## src/rtl/sktbs_pkg.sv

```systemverilog
// ----------------------------------------------------------------------------
// sktbs_pkg
// Shared types and constants of the sorted key table search block.
// ----------------------------------------------------------------------------
`default_nettype none

package sktbs_pkg;

  // Field widths fixed by the item layout
  localparam int unsigned SLOT_W     = 10;
  localparam int unsigned REF_W      = 64;
  localparam int unsigned KEY_W      = 64;
  localparam int unsigned KLEN_W     = 4;
  localparam int unsigned POS_W      = 10;
  localparam int unsigned COUNT_W    = 11;
  localparam int unsigned KBYTES_W   = 4;
  localparam int unsigned S_TDATA_W  = 144;
  localparam int unsigned M_TDATA_W  = 80;

  // Configuration port
  localparam int unsigned CFG_IDX_W  = 2;
  localparam int unsigned CFG_DATA_W = 11;

  localparam logic [CFG_IDX_W-1:0] REG_ENTRY_COUNT = 2'd0;
  localparam logic [CFG_IDX_W-1:0] REG_KEY_BYTES   = 2'd1;

  // Request kinds carried in tuser
  localparam logic FUNC_WRITE  = 1'b0;
  localparam logic FUNC_SEARCH = 1'b1;

  // Controller to datapath commands
  typedef struct packed {
    logic wr_rec;   // store one record
    logic start;    // load search operands, issue first probe read
    logic step;     // consume probe data, advance bounds
    logic publish;  // move result into the output register
  } sktbs_cmd_t;

  // Datapath to controller status
  typedef struct packed {
    logic cnt_zero; // effective record count is zero
    logic hit;      // probed key prefix equals search key
    logic more;     // another probe remains in the chosen half
    logic out_free; // output register can take a result this cycle
  } sktbs_sts_t;

  // Mask that keeps the leading nbytes bytes of a 64-bit key
  function automatic logic [KEY_W-1:0] prefix_mask(logic [KLEN_W-1:0] nbytes);
    logic [KEY_W-1:0] m;
    m = '0;
    for (int b = 0; b < 8; b++) begin
      if (KLEN_W'(b) < nbytes) begin
        m[KEY_W-1-8*b -: 8] = 8'hFF;
      end
    end
    return m;
  endfunction

endpackage

`default_nettype wire

```

## src/rtl/sktbs_ctrl.sv

```systemverilog
// ----------------------------------------------------------------------------
// sktbs_ctrl
// Sequencer: accepts requests, steps the binary search, hands off results.
// ----------------------------------------------------------------------------
`default_nettype none

module sktbs_ctrl
  import sktbs_pkg::*;
(
  input  wire logic       clk_i,
  input  wire logic       rst_ni,
  input  wire logic       req_valid_i,
  input  wire logic       req_func_i,
  output      logic       req_ready_o,
  input  wire sktbs_sts_t sts_i,
  output      sktbs_cmd_t cmd_o
);

  localparam logic [1:0] ST_IDLE   = 2'd0;
  localparam logic [1:0] ST_PROBE  = 2'd1;
  localparam logic [1:0] ST_FINISH = 2'd2;

  logic [1:0] state_q, state_d;
  logic       accept;

  assign req_ready_o = (state_q == ST_IDLE);
  assign accept      = req_valid_i & req_ready_o;

  // Next state and commands
  always_comb begin
    state_d = state_q;
    cmd_o   = '0;
    unique case (state_q)
      ST_IDLE: begin
        if (accept) begin
          if (req_func_i == FUNC_SEARCH) begin
            cmd_o.start = 1'b1;
            state_d     = sts_i.cnt_zero ? ST_FINISH : ST_PROBE;
          end else begin
            cmd_o.wr_rec = 1'b1;
          end
        end
      end
      ST_PROBE: begin
        cmd_o.step = 1'b1;
        if (sts_i.hit || !sts_i.more) begin
          state_d = ST_FINISH;
        end
      end
      ST_FINISH: begin
        // Hold the result until the output register frees up
        if (sts_i.out_free) begin
          cmd_o.publish = 1'b1;
          state_d       = ST_IDLE;
        end
      end
      default: begin
        state_d = ST_IDLE;
      end
    endcase
  end

  always_ff @(posedge clk_i or negedge rst_ni) begin
    if (!rst_ni) begin
      state_q <= ST_IDLE;
    end else begin
      state_q <= state_d;
    end
  end

endmodule

`default_nettype wire

```

## config.mk

```make
export PLATFORM = sky130hd
export DESIGN_NAME = sktbs_ctrl
export DESIGN_NICKNAME = d
export VERILOG_FILES = /design/src/rtl/sktbs_pkg.sv /design/src/rtl/sktbs_ctrl.sv
export SDC_FILE = /design/constraint.sdc
export NUM_CORES = 1
export LEC_CHECK = 0
export ABC_AREA = 1
export BUFFER_PORTS_ARGS = -buffer_cell sky130_fd_sc_hd__clkbuf_2
export CORE_AREA = 2 2 39 41
export CTS_CLUSTER_SIZE = 10
export DETAILED_ROUTE_END_ITERATION = 16
export DIE_AREA = 0 0 41 43
export PLACE_DENSITY = 0.38
export SETUP_SLACK_MARGIN = 0.4
export SYNTH_ARGS = -nofsm -noshare
export SYNTH_HDL_FRONTEND = slang
export SYNTH_SLANG_ARGS = --single-unit
```

## constraint.sdc

```tcl
create_clock -name clk_i -period 2.3 [get_ports clk_i]
set_input_delay 0.23 -clock clk_i [delete_from_list [all_inputs] [get_ports clk_i]]
set_output_delay 0.23 -clock clk_i [all_outputs]
set_load 0.005 [all_outputs]
```

**Yosys cells after proc, flatten, opt, wreduce, memory -nomap -nowiden**

Index checks and enable logic that the tools add are counted.

- Memories: 0
- Output and inout bits: 5
- Latch bits: 0
- Bits of input ports: 8
- Bits in read-only memories: 0
- Logic and storage cells: 25
- Bits in registers: 2
- Memory bits (writable): 0

- Magnitude comparators: 0
- Multipliers: 0
- Add/subtract/negate cells: 0
- Divide/modulo/power cells: 0
- Bitwise gates (word level): 1
- Equality and inequality tests: 6
- Shift-type cells: 0
- Multiplexer cells: 13
- Reductions and logical operators: 4

Operator list:

| cell | count |
|---|---|
| $mux W2 | 7 |
| $ne A2 B2 Y1 const B | 3 |
| $pmux W2 S3 | 1 |
| $mux W1 | 5 |
| $reduce_and A4 Y1 | 1 |
| $eq A2 B1 Y1 const B | 1 |
| $eq A2 B2 Y1 const B | 1 |
| $logic_not A2 Y1 | 1 |
| $ne A2 B1 Y1 const B | 1 |
| $and A1 B1 Y1 | 1 |
| $logic_not A1 Y1 | 1 |
| $logic_or A1 B1 Y1 | 1 |

**Depth between registers and ports, before layout**

- Depth in word-level cells: 4
- Depth in mapped cells: 5
- Mapped depth without buffers: 5

**Least setup slack after synthesis**

Ideal clock, no wire load.

- Path kind: register -> output
- Start: reg state_q[0]
- End: out cmd_o[3] (netlist name)
- Arrival: 752 ps
- Cell stages (with the launch flop): 4
- Buffers on the path: 0
- Path slack: 1,318 ps
- Required time: 2,070 ps
- Cell sequence: dfrtp_1 > nor2_2 > nand2_1 > nor2_1

RTL lines:

| item | RTL line | source |
|---|---|---|
| start: declaration | sktbs_ctrl.sv:23 | `logic [1:0] state_q, state_d;` |
| start signal: assignment | sktbs_ctrl.sv:67 | `state_q <= state_d;` |
| end: declaration | sktbs_ctrl.sv:16 | `output sktbs_cmd_t cmd_o` |

==> results by group <==
Global routing
  • GRT overflow: 0
  • Vias in the first global route: roughly 190
  • GRT Util Overall: around 6%
  • First-pass GRT wire length: roughly 640 microns
  • Initial antenna violation count: 0
  • Pin count of the biggest net entering global routing: 6

Power
  • Clk pwr share: between 20 and 30%
  • Power Density: 1013 mW/mm^2
  • Worst vdd ir: 176.1 uV
  • Internal Pwr Total: roughly 0.16 mW
  • Sequential share of power: a little over a quarter
  • Net Sw Frac: between 40% and 50%
  • LEAKAGE: 0.1615 nW
  • Switching power: 0.1130 mW
  • Part of the power in combinational logic: a little under half

Synth
  • Count leader, synth: nand2_1
  • Yosys Warn Count: 0
  • EDFF count, synth: 0
  • Synth Area per Inst: just over 6 sq um
  • Synth cell types: 11
  • Async S/R FF share, synth: between 90% and 100%
  • Yosys top cell area share: a little under a third
  • Synth area leader: dfrtp_1
  • Post-synthesis register bit count: 2
  • Commonest register cell after synthesis: dfrtp_1
  • Synth top area cells: dfrtp_1 31%, nand2_1 21%, inv_1 9.4%, nor2_2 7.9%, nor3_1 6.3%
  • Register area share after synthesis: a little under a third
  • Syn Inst Count: 26
  • Synth Cell Area: between 150 and 200 sq um
  • Synth cell count leaders: 9 x nand2_1, 4 x inv_1
  • Post-Syn Nets: 34

Detailed routing
  • Residual DRC: 0
  • Final wirelength: ~420 microns
  • Initial drt markers: 13
  • WL/cell: 7.224 microns
  • Drt pass-1 iters: 4
  • Post-route ant nets: 0
  • Via count: just over 200
  • Vias per cell: 3.517

Die
  • Boundary Pins: 13
  • Area of the core: about 0.0014 sq mm
  • Chip width: about 41 microns
  • Die Area: 0.001763 sq mm
  • Initial core utilization: ~11%
  • Row cnt: 14
  • Die height: 43 microns

STA
  • Fin Setup TNS: 0 ns
  • RSZ-0062 raised after global routing: false
  • Worst slew pin tran: 0.1901 ns
  • Worst Clk Skew: approximately 0.0039 ns
  • Hold Slack: between 0.2 and 0.3 ns
  • Final hold vios: 0
  • Rel. slew slack: between 80 and 90%
  • Final Max Slew Viols: 0
  • Tcrit/Tclk final: between 50 and 60%
  • Achievable Freq: between 700 and 800 MHz
  • Setup Viol. Count Final: 0
  • Min cycle time layout: between 1 and 1.5 ns

Clock network
  • Clock tree buffer depth: 2
  • CTS clk-pin slew, worst paths: roughly 0.03 ns
  • Clock Sinks: 2
  • Root buf cell: clkbuf_4
  • Hold_buf cts: 1
  • Postcts setup bufs: 0
  • H-tree depth: 1
  • Worst-skew pair later-pin latency: around 0.23 ns
  • CTS tree: done
  • TritonCTS Buffers: 3
  • Post_cts resized: 0

Place
  • Post-DP HPWL: about 350 microns
  • GP Congestion: about 0.65
  • Port Buffer Count: 12

Finish
  • Fillers: between 150 and 200
  • Share of cells above drive strength 1: between 40% and 50%
  • Layout area overhead: 70.87%
  • Max reg flops: 2
  • Nets: 52
  • Top reg by flops: state_q
  • Antenna cell count: 0
  • Largest registers: state_q x2

Setup path
  • Worst EP arrival: 1.10 ns
  • WP data required: ~2.1 ns
  • Worst setup EP type: output pin
  • Peak per-stage delay on the critical path: 0.42 ns
  • Slowest stage cell, crit path: dfrtp_1
  • Max Fanout on Critical Path: 5
  • WS Path Type: flop to output pin
  • Setup crit start kind: flop
  • Worst path cell trace: nor2_2 > nand2_1 > nor2_1 > clkbuf_2

Job
  • Max Cap Viol: 0

Status
  • Status: complete, no violations

Hold path
  • Min-delay worst type: input port to flop
## cells by family after synthesis
group / count (synthesis) / share of synthesized area, %
AND/OR/NAND/NOR: 18 / 51.18
buffers and inverters: 5 / 11.81
AO/OA/AOI/OAI: 1 / 5.513
flip-flops: 2 / 31.50
## power groups by stage
| stage | combinational, mW | sequential, mW | clock, mW |
|---|---|---|---|
| after global placement | 0.126 | 0.0736 | 0 |
| after floorplan | 0.0817 | 0.0686 | 0 |
| after global routing | 0.141 | 0.0744 | 0.0814 |
| after CTS | 0.127 | 0.0726 | 0.0817 |
| after detailed placement | 0.126 | 0.0726 | 0 |
| final | 0.125 | 0.0717 | 0.0780 |
## cell usage in the layout (no fill, tap or decap)
cell	netlist	final
dfrtp_1	2	2
nand4_1	1	1
nand3_1	1	1
nand2_1	9	9
inv_1	4	4
clkbuf_2	0	12
dlygate4sd3_1	0	1
nor2_2	2	2
nor3_1	2	2
nor2_1	2	2
inv_2	1	1
clkbuf_4	0	3
nand2_2	1	1
a21oi_2	1	1
## layout make-up
cell class / instances / area (sq um) / area share (%)
clock buffer: 3 / 22.52 / 8.295
inverter: 5 / 18.77 / 6.912
multi-input combinational: 19 / 90.09 / 33.18
sequential: 2 / 50.05 / 18.43
tap: 16 / 20.02 / 7.373
timing repair buffer: 13 / 70.07 / 25.81
## through the flow
step | utilization, % | total power [mW] | cells | area [sq um] | setup slack (ns)
finish | 19.62 | 0.2750 | 58 | 271.5 | 0.9730
global route | 19.62 | 0.2971 | 58 | 271.5 | 0.8748
CTS | 19.62 | 0.2814 | 58 | 271.5 | 0.9564
detailed placement | 17.27 | 0.1981 | 54 | 239.0 | 1.202
global placement | 17.27 | 0.1992 | 54 | 239.0 | 1.204
floorplan | - | 0.1503 | 26 | 158.9 | 1.318
## critical path, delay by kind of cell (launching register included)
family                 cells  cell delay [ns]
AND/OR/NAND/NOR            3             0.33
flip-flops                 1             0.42
buffers and inverters      1             0.11
## worst paths after layout
path / start / endpoint / slack [ns] / cells after the start
max reg2reg: state_q[0] / state_q[1] / 1.34 / 4
min reg2reg: state_q[1] / state_q[0] / 0.65 / 3
min in group asynchronous: rst_ni / state_q[1] / 0.33 / 2
max: state_q[0] / cmd_o[3] / 0.97 / 4
min: sts_i[2] / state_q[0] / 0.29 / 4
max in group asynchronous: rst_ni / state_q[0] / 1.87 / 2
## routing by layer
layer / GRT usage [%] / vias to the layer above / part of all wire (%)
met5: 0 / - / 0
met4: 8.000 / 0 / 0
met3: 3.141 / 0 / 8.8
met2: 7.813 / 7 / 53
met1: 5.466 / 86 / 38
li1: - / 111 / -
(Power assumes the default switching activity.)
